$ cat config.mk
export PLATFORM = sky130hd
export DESIGN_NAME = c_prototype_span_parser_flat
export DESIGN_NICKNAME = d
export VERILOG_FILES = /design/src/hdl/cpsp_pkg.sv /design/src/hdl/cpsp_if.sv /design/src/hdl/cpsp_core.sv /design/src/hdl/c_prototype_span_parser.sv /design/src/flat_wrapper.sv
export SDC_FILE = /design/constraint.sdc
export NUM_CORES = 1
export LEC_CHECK = 0
export ABC_AREA = 1
export BUFFER_PORTS_ARGS = -buffer_cell sky130_fd_sc_hd__buf_2
export CAP_MARGIN = 30
export CORE_MARGIN = 5
export CORE_UTILIZATION = 50
export CTS_CLUSTER_DIAMETER = 40
export DETAILED_ROUTE_END_ITERATION = 10
export GPL_ROUTABILITY_DRIVEN = 0
export GPL_TIMING_DRIVEN = 0
export MAX_ROUTING_LAYER = met4
export PLACE_DENSITY = 0.69
export SLEW_MARGIN = 5
export SYNTH_ARGS = -nofsm -noshare
export SYNTH_HDL_FRONTEND = slang
export SYNTH_HIERARCHICAL = 1
export SYNTH_SLANG_ARGS = --single-unit
$ cat constraint.sdc
create_clock -name clk_i -period 6.5 [get_ports clk_i]
set_clock_uncertainty 0.05 [all_clocks]
set_input_delay 0.65 -clock clk_i [delete_from_list [all_inputs] [get_ports clk_i]]
set_output_delay 0.65 -clock clk_i [all_outputs]
set_load 0.005 [all_outputs]
$ cat src/hdl/cpsp_pkg.sv
// Shared constants, types and character-class functions of the prototype span parser.
package cpsp_pkg;

  localparam int unsigned MaxLen = 4096;
  localparam int unsigned PosW   = $clog2(MaxLen + 1);
  localparam int unsigned FieldW = 12;
  localparam int unsigned ChW    = 8;

  typedef logic [PosW-1:0]   pos_t;
  typedef logic [FieldW-1:0] field_t;
  typedef logic [ChW-1:0]    char_t;

  typedef enum logic [1:0] {
    StatusOk        = 2'd0,
    StatusFewTokens = 2'd1,
    StatusParen     = 2'd2,
    StatusTooLong   = 2'd3
  } status_e;

  typedef struct packed {
    status_e status;
    field_t  decl_start;
    field_t  decl_end;
    field_t  type_len;
    field_t  name_start;
    field_t  name_len;
    field_t  args_start;
    field_t  args_len;
  } result_t;

  localparam char_t ChNul   = 8'h00;
  localparam char_t ChTab   = 8'h09;
  localparam char_t ChLf    = 8'h0A;
  localparam char_t ChVt    = 8'h0B;
  localparam char_t ChCr    = 8'h0D;
  localparam char_t ChSpace = 8'h20;
  localparam char_t ChOpen  = 8'h28;
  localparam char_t ChClose = 8'h29;
  localparam char_t ChStar  = 8'h2A;
  localparam char_t ChSemi  = 8'h3B;
  localparam char_t ChUnder = 8'h5F;
  localparam char_t ChDig0  = 8'h30;
  localparam char_t ChDig9  = 8'h39;
  localparam char_t ChUpA   = 8'h41;
  localparam char_t ChUpZ   = 8'h5A;
  localparam char_t ChLoA   = 8'h61;
  localparam char_t ChLoZ   = 8'h7A;

  function automatic logic is_blank(char_t c);
    return (c == ChSpace) || (c == ChTab) || (c == ChVt) || (c == ChCr) || (c == ChLf);
  endfunction

  function automatic logic is_first(char_t c);
    return ((c >= ChUpA) && (c <= ChUpZ)) || ((c >= ChLoA) && (c <= ChLoZ)) ||
           (c == ChUnder) || (c == ChStar);
  endfunction

  function automatic logic is_follow(char_t c);
    return is_first(c) || ((c >= ChDig0) && (c <= ChDig9));
  endfunction

  // Fit a position into a result field: zero-extend or keep the low bits.
  function automatic field_t to_field(pos_t v);
    logic [PosW+FieldW-1:0] wide;
    wide = {{FieldW{1'b0}}, v};
    return wide[FieldW-1:0];
  endfunction

endpackage

$ cat src/hdl/cpsp_if.sv
// Handshake interfaces for the character input and the result output.
interface cpsp_ch_if;
  logic                 valid;
  logic                 ready;
  cpsp_pkg::char_t      ch;

  modport source (output valid, output ch, input ready);
  modport sink   (input valid, input ch, output ready);
endinterface

interface cpsp_res_if;
  logic                 valid;
  logic                 ready;
  cpsp_pkg::status_e    status;
  cpsp_pkg::field_t     decl_start;
  cpsp_pkg::field_t     decl_end;
  cpsp_pkg::field_t     type_len;
  cpsp_pkg::field_t     name_start;
  cpsp_pkg::field_t     name_len;
  cpsp_pkg::field_t     args_start;
  cpsp_pkg::field_t     args_len;

  modport source (output valid, output status, output decl_start, output decl_end,
                  output type_len, output name_start, output name_len,
                  output args_start, output args_len, input ready);
  modport sink   (input valid, input status, input decl_start, input decl_end,
                  input type_len, input name_start, input name_len,
                  input args_start, input args_len, output ready);
endinterface

$ cat src/hdl/cpsp_core.sv
// Parse state and one-character step logic of the prototype span parser.
module cpsp_core (
  input  logic                clk_i,
  input  logic                rst_ni,
  input  logic                en_i,
  input  cpsp_pkg::char_t     ch_i,
  output logic                emit_o,
  output cpsp_pkg::result_t   result_o
);

  localparam logic [2:0] PhLead   = 3'd0;
  localparam logic [2:0] PhToken  = 3'd1;
  localparam logic [2:0] PhGap    = 3'd2;
  localparam logic [2:0] PhArgs   = 3'd3;
  localparam logic [2:0] PhAfter  = 3'd4;
  localparam logic [2:0] PhIgnore = 3'd5;

  localparam cpsp_pkg::pos_t PosLimit = cpsp_pkg::PosW'(cpsp_pkg::MaxLen);
  localparam cpsp_pkg::pos_t PosOne   = cpsp_pkg::PosW'(1);

  logic [2:0]      phase_q, phase_d;
  cpsp_pkg::pos_t  pos_q, pos_d;
  cpsp_pkg::pos_t  span_start_q, span_start_d;
  cpsp_pkg::pos_t  prev_end_q, prev_end_d;
  cpsp_pkg::pos_t  tok_start_q, tok_start_d;
  logic [1:0]      tok_cnt_q, tok_cnt_d;
  cpsp_pkg::pos_t  open_pos_q, open_pos_d;
  cpsp_pkg::pos_t  close_end_q, close_end_d;
  cpsp_pkg::pos_t  name_len_q, name_len_d;

  always_comb begin
    logic           err;
    logic           ok;
    logic           go_on;
    logic [2:0]     ph;
    cpsp_pkg::pos_t nl;
    cpsp_pkg::pos_t end_pos;
    cpsp_pkg::status_e err_st;

    err     = 1'b0;
    ok      = 1'b0;
    go_on   = 1'b1;
    ph      = phase_q;
    nl      = name_len_q;
    end_pos = pos_q;
    err_st  = cpsp_pkg::StatusOk;

    phase_d      = phase_q;
    pos_d        = pos_q;
    span_start_d = span_start_q;
    prev_end_d   = prev_end_q;
    tok_start_d  = tok_start_q;
    tok_cnt_d    = tok_cnt_q;
    open_pos_d   = open_pos_q;
    close_end_d  = close_end_q;
    name_len_d   = name_len_q;

    if (ph == PhIgnore || ph > PhIgnore) begin
      go_on   = 1'b0;
      phase_d = PhIgnore;
    end else if (pos_q >= PosLimit) begin
      go_on  = 1'b0;
      err    = 1'b1;
      err_st = cpsp_pkg::StatusTooLong;
    end else begin
      pos_d = pos_q + PosOne;
    end

    // Close a token on its first non-token character, then reclassify it.
    if (go_on && ph == PhToken) begin
      if (cpsp_pkg::is_follow(ch_i)) begin
        go_on = 1'b0;
      end else begin
        nl         = pos_q - tok_start_q;
        name_len_d = nl;
        ph         = PhGap;
        phase_d    = PhGap;
      end
    end

    if (go_on) begin
      case (ph)
        PhLead, PhGap: begin
          if (cpsp_pkg::is_blank(ch_i)) begin
            // skip
          end else if (cpsp_pkg::is_first(ch_i)) begin
            if (ph == PhLead) span_start_d = pos_q;
            else prev_end_d = tok_start_q + nl;
            tok_start_d = pos_q;
            if (tok_cnt_q < 2'd2) tok_cnt_d = tok_cnt_q + 2'd1;
            phase_d = PhToken;
          end else if (tok_cnt_q < 2'd2) begin
            err    = 1'b1;
            err_st = cpsp_pkg::StatusFewTokens;
          end else if (ch_i != cpsp_pkg::ChOpen) begin
            err    = 1'b1;
            err_st = cpsp_pkg::StatusParen;
          end else begin
            open_pos_d = pos_q;
            phase_d    = PhArgs;
          end
        end
        PhArgs: begin
          if (ch_i == cpsp_pkg::ChNul) begin
            err    = 1'b1;
            err_st = cpsp_pkg::StatusParen;
          end else if (ch_i == cpsp_pkg::ChClose) begin
            close_end_d = pos_q + PosOne;
            phase_d     = PhAfter;
          end
        end
        PhAfter: begin
          if (!cpsp_pkg::is_blank(ch_i)) begin
            end_pos = (ch_i == cpsp_pkg::ChSemi) ? pos_q + PosOne : pos_q;
            if (end_pos >= PosLimit) begin
              err    = 1'b1;
              err_st = cpsp_pkg::StatusTooLong;
            end else begin
              ok = 1'b1;
            end
          end
        end
        default: begin
          phase_d = PhIgnore;
        end
      endcase
    end

    result_o        = '0;
    result_o.status = err_st;
    if (ok) begin
      result_o.decl_start = cpsp_pkg::to_field(span_start_q);
      result_o.decl_end   = cpsp_pkg::to_field(end_pos);
      result_o.type_len   = cpsp_pkg::to_field(prev_end_q - span_start_q);
      result_o.name_start = cpsp_pkg::to_field(tok_start_q);
      result_o.name_len   = cpsp_pkg::to_field(name_len_q);
      result_o.args_start = cpsp_pkg::to_field(open_pos_q);
      result_o.args_len   = cpsp_pkg::to_field(close_end_q - open_pos_q);
    end
    emit_o = err || ok;

    // After a result, drop characters up to the terminating zero.
    if (emit_o) phase_d = PhIgnore;

    // A zero ends the string: restart from a clean parse.
    if ((emit_o || phase_d == PhIgnore) && ch_i == cpsp_pkg::ChNul) begin
      phase_d      = PhLead;
      pos_d        = '0;
      span_start_d = '0;
      prev_end_d   = '0;
      tok_start_d  = '0;
      tok_cnt_d    = '0;
      open_pos_d   = '0;
      close_end_d  = '0;
      name_len_d   = '0;
    end
  end

  always_ff @(posedge clk_i or negedge rst_ni) begin
    if (!rst_ni) begin
      phase_q      <= PhLead;
      pos_q        <= '0;
      span_start_q <= '0;
      prev_end_q   <= '0;
      tok_start_q  <= '0;
      tok_cnt_q    <= '0;
      open_pos_q   <= '0;
      close_end_q  <= '0;
      name_len_q   <= '0;
    end else if (en_i) begin
      phase_q      <= phase_d;
      pos_q        <= pos_d;
      span_start_q <= span_start_d;
      prev_end_q   <= prev_end_d;
      tok_start_q  <= tok_start_d;
      tok_cnt_q    <= tok_cnt_d;
      open_pos_q   <= open_pos_d;
      close_end_q  <= close_end_d;
      name_len_q   <= name_len_d;
    end
  end

endmodule

$ cat src/hdl/c_prototype_span_parser.sv
// Top level of the C prototype span parser: input register, parse step, result register.
// Path: a character accepted into the input register is stepped by the core, which loads
//   its result word, if any, into the result register; the sink takes it from there.
// Throughput: one character word per cycle unless an untaken result stalls the step core.
// Reset: rst_ni is asynchronous and active low; it clears the parse state to the
//   leading-space phase at position zero and empties both registers. No clearing pass.
module c_prototype_span_parser (
  input  logic        clk_i,
  input  logic        rst_ni,
  cpsp_ch_if.sink     ch_i,
  cpsp_res_if.source  res_o
);

  // Input register: holds one character word until the core steps on it.
  logic              in_valid_q;
  cpsp_pkg::char_t   in_ch_q;

  // Result register: holds one result word until the sink takes it.
  logic              out_valid_q;
  cpsp_pkg::result_t out_res_q;

  logic              step_en;
  logic              emit;
  cpsp_pkg::result_t step_res;

  // Advance the core when a character is waiting and the result slot is
  // free or being drained this cycle; this keeps one word per cycle flowing.
  assign step_en    = in_valid_q && (!out_valid_q || res_o.ready);
  assign ch_i.ready = !in_valid_q || step_en;

  cpsp_core u_core (
    .clk_i    (clk_i),
    .rst_ni   (rst_ni),
    .en_i     (step_en),
    .ch_i     (in_ch_q),
    .emit_o   (emit),
    .result_o (step_res)
  );

  always_ff @(posedge clk_i or negedge rst_ni) begin
    if (!rst_ni) begin
      in_valid_q <= 1'b0;
    end else if (ch_i.valid && ch_i.ready) begin
      in_valid_q <= 1'b1;
    end else if (step_en) begin
      in_valid_q <= 1'b0;
    end
  end

  // Payload: load on acceptance only, no reset needed.
  always_ff @(posedge clk_i) begin
    if (ch_i.valid && ch_i.ready) begin
      in_ch_q <= ch_i.ch;
    end
  end

  always_ff @(posedge clk_i or negedge rst_ni) begin
    if (!rst_ni) begin
      out_valid_q <= 1'b0;
    end else if (step_en && emit) begin
      out_valid_q <= 1'b1;
    end else if (res_o.ready) begin
      out_valid_q <= 1'b0;
    end
  end

  always_ff @(posedge clk_i) begin
    if (step_en && emit) begin
      out_res_q <= step_res;
    end
  end

  // Drive the result channel from the result register.
  assign res_o.valid      = out_valid_q;
  assign res_o.status     = out_res_q.status;
  assign res_o.decl_start = out_res_q.decl_start;
  assign res_o.decl_end   = out_res_q.decl_end;
  assign res_o.type_len   = out_res_q.type_len;
  assign res_o.name_start = out_res_q.name_start;
  assign res_o.name_len   = out_res_q.name_len;
  assign res_o.args_start = out_res_q.args_start;
  assign res_o.args_len   = out_res_q.args_len;

endmodule
$ cat src/flat_wrapper.sv
// flat-port wrapper written by rule: the top's interface ports become plain ports
module c_prototype_span_parser_flat 
  (clk_i, rst_ni, ch_i_valid, ch_i_ch, ch_i_ready, res_o_valid, res_o_status, res_o_decl_start, res_o_decl_end, res_o_type_len, res_o_name_start, res_o_name_len, res_o_args_start, res_o_args_len, res_o_ready);
  cpsp_ch_if ch_i_i ();
  cpsp_res_if res_o_i ();
  input  logic clk_i;
  input  logic rst_ni;
  input wire logic [$bits(ch_i_i.valid)-1:0] ch_i_valid;
  input wire logic [$bits(ch_i_i.ch)-1:0] ch_i_ch;
  output wire logic [$bits(ch_i_i.ready)-1:0] ch_i_ready;
  output wire logic [$bits(res_o_i.valid)-1:0] res_o_valid;
  output wire logic [$bits(res_o_i.status)-1:0] res_o_status;
  output wire logic [$bits(res_o_i.decl_start)-1:0] res_o_decl_start;
  output wire logic [$bits(res_o_i.decl_end)-1:0] res_o_decl_end;
  output wire logic [$bits(res_o_i.type_len)-1:0] res_o_type_len;
  output wire logic [$bits(res_o_i.name_start)-1:0] res_o_name_start;
  output wire logic [$bits(res_o_i.name_len)-1:0] res_o_name_len;
  output wire logic [$bits(res_o_i.args_start)-1:0] res_o_args_start;
  output wire logic [$bits(res_o_i.args_len)-1:0] res_o_args_len;
  input wire logic [$bits(res_o_i.ready)-1:0] res_o_ready;
  assign ch_i_i.valid = ch_i_valid;
  assign ch_i_i.ch = ch_i_ch;
  assign ch_i_ready = ch_i_i.ready;
  assign res_o_valid = res_o_i.valid;
  assign res_o_status = res_o_i.status;
  assign res_o_decl_start = res_o_i.decl_start;
  assign res_o_decl_end = res_o_i.decl_end;
  assign res_o_type_len = res_o_i.type_len;
  assign res_o_name_start = res_o_i.name_start;
  assign res_o_name_len = res_o_i.name_len;
  assign res_o_args_start = res_o_i.args_start;
  assign res_o_args_len = res_o_i.args_len;
  assign res_o_i.ready = res_o_ready;
  c_prototype_span_parser u_core (.clk_i(clk_i), .rst_ni(rst_ni), .ch_i(ch_i_i), .res_o(res_o_i));
endmodule
Word level (Yosys, flattened, before mapping)
Index checks and enable logic that the tools add are counted.
- input bits: 12
- word-level logic and storage cells: 196
- register bits: 188
- output and inout port bits: 88
- $add $sub $neg: 6
- multiplexer cells: 94
- equality and inequality tests: 24
- reduce and logical (&&, ||, !) cells: 42
- magnitude comparators: 10
- operator list (kind ; number):
    $mux W12 ; 27
    $mux W13 ; 12
    $mux W3 ; 14
    $eq A8 B4 Y1 const B ; 4
    $eq A8 B6 Y1 const B ; 4
    $mux W2 ; 16
    $ge A13 B13 Y1 const B ; 2
    $sub A12 B12 Y12 ; 2
    $mux W1 ; 22
    $reduce_and A6 Y1 ; 3
    $reduce_bool A2 Y1 ; 9
    $ge A8 B7 Y1 const B ; 2
    $le A8 B7 Y1 const B ; 2
    $ne A2 B1 Y1 const B ; 8
    $add A13 B1 Y13 const B ; 1
    $logic_or A1 B1 Y1 ; 13
    $sub A13 B13 Y13 ; 1
    $add A12 B12 Y12 ; 1
    $reduce_and A5 Y1 ; 2
    $eq A3 B3 Y1 const B ; 3
    $pmux W3 S3 ; 1
    $eq A8 B7 Y1 const B ; 1
    $ge A8 B6 Y1 const B ; 1
    $le A8 B6 Y1 const B ; 1
    15 further kinds ; 24

Depth between registers and ports, before layout
- depth in word-level cells: 20
- gate-level depth with buffers: 24
- depth with buffers taken out: 24

By module
The synthesis kept the hierarchy.
- modules (own cells, without submodules) (module ; cells each ; instances ; sequential area each (um^2) ; area an instance (um^2)):
    cpsp_core ; 1068 ; 1 ; 2252.2 ; 7438.4
    c_prototype_span_parser ; 109 ; 1 ; 2872.8 ; 2929.1

Worst setup path after synthesis
Ideal clock, no wire load.
- kind: register to register
- from: register u_core.in_ch_q[1]
- to: register u_core.out_res_q, in the netlist u_core/res_o.args_len[0] (enable)
- library setup time: 531 ps
- cell stages (with the launch flop): 16
- setup slack: 731 ps
- buffers on the path: 0
- arrival: 5188 ps
- clock period less this slack: 5769 ps
- required time: 5919 ps
- path through: edfxtp_1 nor2_1 nand2_1 nor2_1 nor2_1 nor2_4 nand2_4 inv_4 nand2_2 nand2_4 nand2_8 nor2_4 nor2_1 inv_1 inv_1 nor2_1
- cells in the longest elaborated chain, start to end: 14
- elaborated cells between the ends (all ways): 53
- classes of those cells: order compare: 7; eq/ne: 12; mux: 18; reduce/logical: 16
- ends and longest elaborated chain (what ; line ; RTL):
    start: declaration ; c_prototype_span_parser.sv:16 ; cpsp_pkg::char_t in_ch_q;
    start signal: assignment ; c_prototype_span_parser.sv:53 ; in_ch_q <= ch_i.ch;
    $ge A8 B7 Y1 / $le A8 B7 Y1 (equally long branches) ; cpsp_pkg.sv:54 ; return ((c >= ChUpA) && (c <= ChUpZ)) || ((c >= ChLoA) && (c <= ChLoZ)) ||
    $logic_and A1 B1 Y1 ; cpsp_pkg.sv:54 ;
    $logic_or A1 B1 Y1 (2 in series) ; cpsp_pkg.sv:54 ;
    $logic_or A1 B1 Y1 ; cpsp_pkg.sv:55 ; (c == ChUnder) || (c == ChStar);
    $logic_or A1 B1 Y1 ; cpsp_pkg.sv:59 ; return is_first(c) || ((c >= ChDig0) && (c <= ChDig9));
    $mux W3 ; cpsp_core.sv:71 ; if (cpsp_pkg::is_follow(ch_i)) begin
    $mux W3 ; cpsp_core.sv:70 ; if (go_on && ph == PhToken) begin
    $eq A3 B2 Y1 / $logic_not A3 Y1 (equally long branches) ; cpsp_core.sv:82 ; case (ph)
    $reduce_or A2 Y1 ; cpsp_core.sv:82 ;
    $pmux W1 S3 ; cpsp_core.sv:82 ;
    $mux W1 ; cpsp_core.sv:81 ; if (go_on) begin
    $logic_or A1 B1 Y1 * ; cpsp_core.sv:140 ; emit_o = err || ok;
    named net u_core.emit ; c_prototype_span_parser.sv:23 ; logic emit;
    $logic_and A1 B1 Y1 * ; c_prototype_span_parser.sv:68 ; if (step_en && emit) begin
    end signal: assignment ; c_prototype_span_parser.sv:69 ; out_res_q <= step_res;
    end: declaration ; c_prototype_span_parser.sv:20 ; cpsp_pkg::result_t out_res_q;
Mark *: on every way through the listed nets, which the timed path passes. The rest lies on a longest branch.
A chain may end at the register's enable or synchronous reset.

Worst setup path in the final report
- from: register u_core.u_core.pos_q[0]
- to: register u_core.u_core.prev_end_q[11]
- cells in the longest elaborated chain, start to end: 17
- elaborated cells between the ends (all ways): 60
- classes of those cells: add/sub: 3; order compare: 2; eq/ne: 6; mux: 39; reduce/logical: 10
- ends and longest elaborated chain (what ; line ; RTL):
    start: declaration ; cpsp_core.sv:22 ; cpsp_pkg::pos_t pos_q, pos_d;
    start signal: assignment ; cpsp_core.sv:172 ; pos_q <= pos_d;
    branches (longest 17 deep; another with $add A13 B1 Y13) ; n/a ;
    end signal: assignment ; cpsp_core.sv:174 ; prev_end_q <= prev_end_d;
    end: declaration ; cpsp_core.sv:24 ; cpsp_pkg::pos_t prev_end_q, prev_end_d;
Parallel ways; which one is timed is not known. The select of a mux whose other input is x is not followed.

==> out/metrics.sh <==
OUTCOME='finished clean'
TOTAL_GR_OVERFLOW=0
CP.DEPTH=24
FILLERS=1820
REG2REGPATHDEPTH=24
VIAS=8225
FINALSETUPTNS_PS=0
FINALWIRELENGTH_MM=24.6
TIMING.CRITICAL_PATH.CELLS='inv_1 > ha_1 > inv_1 > fa_1 > nand3_1 > nand2_1 > nand4_1 > nand2_1 > nand2_1 > nand2_1 > a21oi_1 > xor2_1 > nand2_1 > o21ai_0 > inv_1 > ha_1 > inv_1 > nor3_1 > nand3_1 > nand4_1 > xor2_1 > nand3b_1 > nand3_1 > o21ai_0'
ANTENNA_NETS_POST_ROUTE=0
SWSHARE_PCT=43.5
WORSTSETUPSTARTPOINT='u_core/u_core/pos_q[0]'
CTS_REPAIR_RESIZE_COUNT=0
SLEW_VIOLATIONS=0
HOLD_PATH_CLASS='in2async'
SYN_TO_FINAL_GROWTH_PCT=14.6
ANTENNADIODECOUNT=0
CTS_ROOT_BUFFER='sky130_fd_sc_hd__clkbuf_16'
FMAX_MHz=234
REG2REG_SLACK_PS=2240
GRT_PASS1_VIAS=7765
DRT-PASS1-ITER-COUNT=6
GRT_START_MAX_NET_PINS=61
TIMING.CRITICAL_PATH.BUF_INV=4
WORST_RELATIVE_SLEW_SLACK_PCT=54.3
SEQUENTIAL_CELL_AREA_UM2=5120
CLOCK_TREE.HTREE_LEVEL_COUNT=4
WORST_PIN_SLEW_PS=678
CORE_REGION_AREA_UM2=20300
DRT_DRC_VIOLATIONS_LEFT=0
P_COMB_SHARE_PCT=48.2
RSZ_0062_RAISED_AFTER_GLOBAL_ROUTING='false'
WIRE_PER_INST_UM=15.6
DESIGN.DIE.AREA_UM2=23700
YS_SEQ_AREA_SHARE_PCT=49.4
P_INT_mW=3.18
CAP_VIOLATIONS=0
NUMBER_OF_SYNTHESIZED_FLOPS_WITH_AN_ENABLE_PIN=94
CP_SLOWEST_CELL='sky130_fd_sc_hd__dfrtp_1'
FINAL_CELL_MIX='sky130_fd_sc_hd__nand2_1, sky130_fd_sc_hd__inv_1, sky130_fd_sc_hd__nor2_1'
CRIT_PATH_END='u_core/u_core/prev_end_q[11]'
SYNTH-SEQ-CELLS=186
DIE_HEIGHT_UM=154
FINALWORSTPATHREQUIREDPERIOD_PS=4260
FIN_NETS=1360
CP_MAX_FO=6
POWER_PER_CELL_AREA_nW_PER_UM2=474
FINAL.PERIOD_UTILIZATION_PCT=65.6
GRT_FIRST_PASS_WIRELENGTH_MM=39.9
DELAY_OF_THE_SLOWEST_CRITICAL_PATH_STAGE_PS=430
SEQUENTIALPOWERSHARE_PCT=33.2
ASYNC_RESET_FF_SHARE_PCT=49.5
REG_CLK_SLEW_REPORTED_PATHS_PS=70
CLOCK_PATH_BUFFERS=2
INITIAL_CORE_UTIL_PCT=51.1
POST_SYN_NETS=1239
TIMING.SETUP.CRITICAL_PATH_CLASS='reg2reg'
TOT_GR_TRACK_USE_PCT=21.6
CELLLEAKAGEPOWER_nW=5.47
CRITPATHLAUNCHTYPE='flop'
CRITICAL_PATH.MOST_COMMON_CELL='sky130_fd_sc_hd__nand2_1'
SYNTHESIS.AREA_UM2=10400
DP_HPWL_MM=18.5
HOLDBUFCOUNTCTS=0
SHARE_OF_POST_ROUTE_CELLS_WITH_DRIVE_STRENGTH_ABOVE_1_PCT=19.1
NETLIST-CELL-TYPE-COUNT=43
ROUTED_VIA_DENSITY=5.20
CP_DATA_ARRIVAL_TIME_PS=4550
IR_WORST_VDD_uV=380
GRT_ANTENNA_BEFORE_REPAIR=0
WORSTREG2REGSTART='u_core/u_core/pos_q[0]'
ROWS=52
COMMONEST_NON_FILL_NON_TAP_CELL_IN_THE_LAYOUT='sky130_fd_sc_hd__nand2_1'
TIMING.CRITICAL_PATH.TO_TYPE='flop'
SYN_AVG_CELL_AREA_UM2=8.81
MULTI_INPUT_COMB_AREA_UM2=4460
WORST_EP_REQUIRED_PS=6790
DETAIL_ROUTE.ITER0.VIOLATIONS=710
CRITPATHTOPFAMILY='simple AND/OR/NAND/NOR gates'
POST-CTS-SETUP-BUFFERS=0
FINAL.HOLD.WORST_SLACK_PS=118
YS_WARN_COUNT=6
FINISH.UTILIZATION_PCT=58.5
SYNTH-MAIN-FF-CELL='sky130_fd_sc_hd__edfxtp_1'
DIE_W_UM=154
TIMING.FINAL.HOLD_VIOLATIONS=0
IO_BUFFER_COUNT=99
SYN_INST=1177
BOUNDARYPINS=100
SWITCHINGPOWER_mW=2.45
REGTOREGENDPOINT='u_core/u_core/prev_end_q[11]'
FINALSETUPVIOLATIONS=0
WORST_SKEW_LATE_LATENCY_PS=430
CTS_TREE='done'
CLOCKPOWERSHARE_PCT=18.7
CLOCK_SINKS=186
NUMBER_OF_BUFFERS_ADDED_BY_THE_CLOCK_TREE_SYNTHESIS_STEP=17
[area by class of cell]
| type | instances | share of cell area (%) |
|---|---|---|
| buffer | 27 | 1.51 |
| clock buffer | 19 | 3.64 |
| clock inverter | 13 | 1.41 |
| inverter | 163 | 5.17 |
| multi-input combinational | 801 | 37.5 |
| sequential | 186 | 43.1 |
| tap | 270 | 2.84 |
| timing repair buffer | 102 | 4.76 |
[cell families (layout without fill, tap and decap cells)]
family / Yosys count / count (layout) / share of synthesized area (%)
compound gates: 226 / 226 / 13.1
buf+inv: 190 / 324 / 7.65
fa+ha+maj: 50 / 50 / 6.32
xor+xnor: 24 / 24 / 2.03
simple gates: 501 / 501 / 21.5
flops: 186 / 186 / 49.4
[per-stage QoR]
| step | instance area [µm²] | cells | power (mW) | worst slack, ps |
|---|---|---|---|---|
| final | 11900 | 1581 | 5.63 | 2240 |
| after global routing | 11900 | 1581 | 6.07 | 1940 |
| after detailed placement | 11300 | 1549 | 4.54 | 2440 |
| after floorplan | 10400 | 1177 | 3.78 | 731 |
| after CTS | 11900 | 1581 | 5.63 | 2360 |
| after global placement | 11200 | 1546 | 4.51 | -1120 |
[registers in the layout, summed over array words and instances (netlist names), 3 cells and up]
signal and flops:
u_core/u_core/pos_q 13, u_core/res_o.args_len 12, u_core/res_o.args_start 12, u_core/res_o.decl_end 12, u_core/res_o.decl_start 12, u_core/res_o.name_len 12, u_core/res_o.name_start 12, u_core/res_o.type_len 12
u_core/u_core/close_end_q 12, u_core/u_core/name_len_q 12, u_core/u_core/open_pos_q 12, u_core/u_core/prev_end_q 12, u_core/u_core/span_start_q 12, u_core/u_core/tok_start_q 12, u_core/in_ch_q 8, u_core/u_core/phase_q 3
[power groups by stage]
stage	registers, mW	clock network, mW	logic [mW]
finish	1.87	1.05	2.71
global route	1.90	1.13	3.04
CTS	1.87	1.07	2.69
detailed placement	1.88	0	2.66
global placement	1.93	0	2.58
floorplan	1.88	0	1.90
[synthesized netlist by cell type (all sizes together), types with 8 or more instances]
master	number	area, µm²
or2	10	62.6
nand3	50	280
nor3	8	40.0
nand2	278	1150
o21ai	131	813
xor2	21	184
nand4	13	111
edfxtp	94	2820
inv	161	607
buf	22	160
dfrtp	92	2300
nor2	141	572
a21oi	72	372
ha	46	576
[worst min-delay path by stage]
stage	from	to	slack (ps)	cells past startpoint
after floorplan	rst_ni	u_core/in_valid_q	300	0
after global placement	u_core/u_core/span_start_q[2]	u_core/u_core/span_start_q[2]	420	2
after detailed placement	u_core/u_core/span_start_q[5]	u_core/u_core/span_start_q[5]	420	2
after CTS	rst_ni	u_core/u_core/name_len_q[3]	120	1
after global routing	rst_ni	u_core/u_core/name_len_q[3]	140	1
final	rst_ni	u_core/u_core/name_len_q[3]	120	1
[metal layers]
layer,up-vias,part of all wire (%),track usage (%)
met3,44,6.5,3.99
met5,-,0,-
li1,4120,-,-
met2,296,48,35.0
met4,0,1.5,4.16
met1,3765,44,28.8
[worst reg2reg max path, cell delays in order, from the launching register on]
cell                       delay [ps]
sky130_fd_sc_hd__dfrtp_1          430
sky130_fd_sc_hd__inv_1            250
sky130_fd_sc_hd__ha_1             200
sky130_fd_sc_hd__inv_1             90
sky130_fd_sc_hd__fa_1             430
sky130_fd_sc_hd__nand3_1           90
sky130_fd_sc_hd__nand2_1          100
sky130_fd_sc_hd__nand4_1          110
sky130_fd_sc_hd__nand2_1           90
sky130_fd_sc_hd__nand2_1           90
sky130_fd_sc_hd__nand2_1           50
sky130_fd_sc_hd__a21oi_1          140
sky130_fd_sc_hd__xor2_1           160
sky130_fd_sc_hd__nand2_1           80
sky130_fd_sc_hd__o21ai_0           90
sky130_fd_sc_hd__inv_1            100
sky130_fd_sc_hd__ha_1             330
sky130_fd_sc_hd__inv_1             80
sky130_fd_sc_hd__nor3_1           220
sky130_fd_sc_hd__nand3_1          110
sky130_fd_sc_hd__nand4_1          110
sky130_fd_sc_hd__xor2_1           290
sky130_fd_sc_hd__nand3b_1         160
sky130_fd_sc_hd__nand3_1          130
sky130_fd_sc_hd__o21ai_0          210
Power figures use the tool's default switching activity.
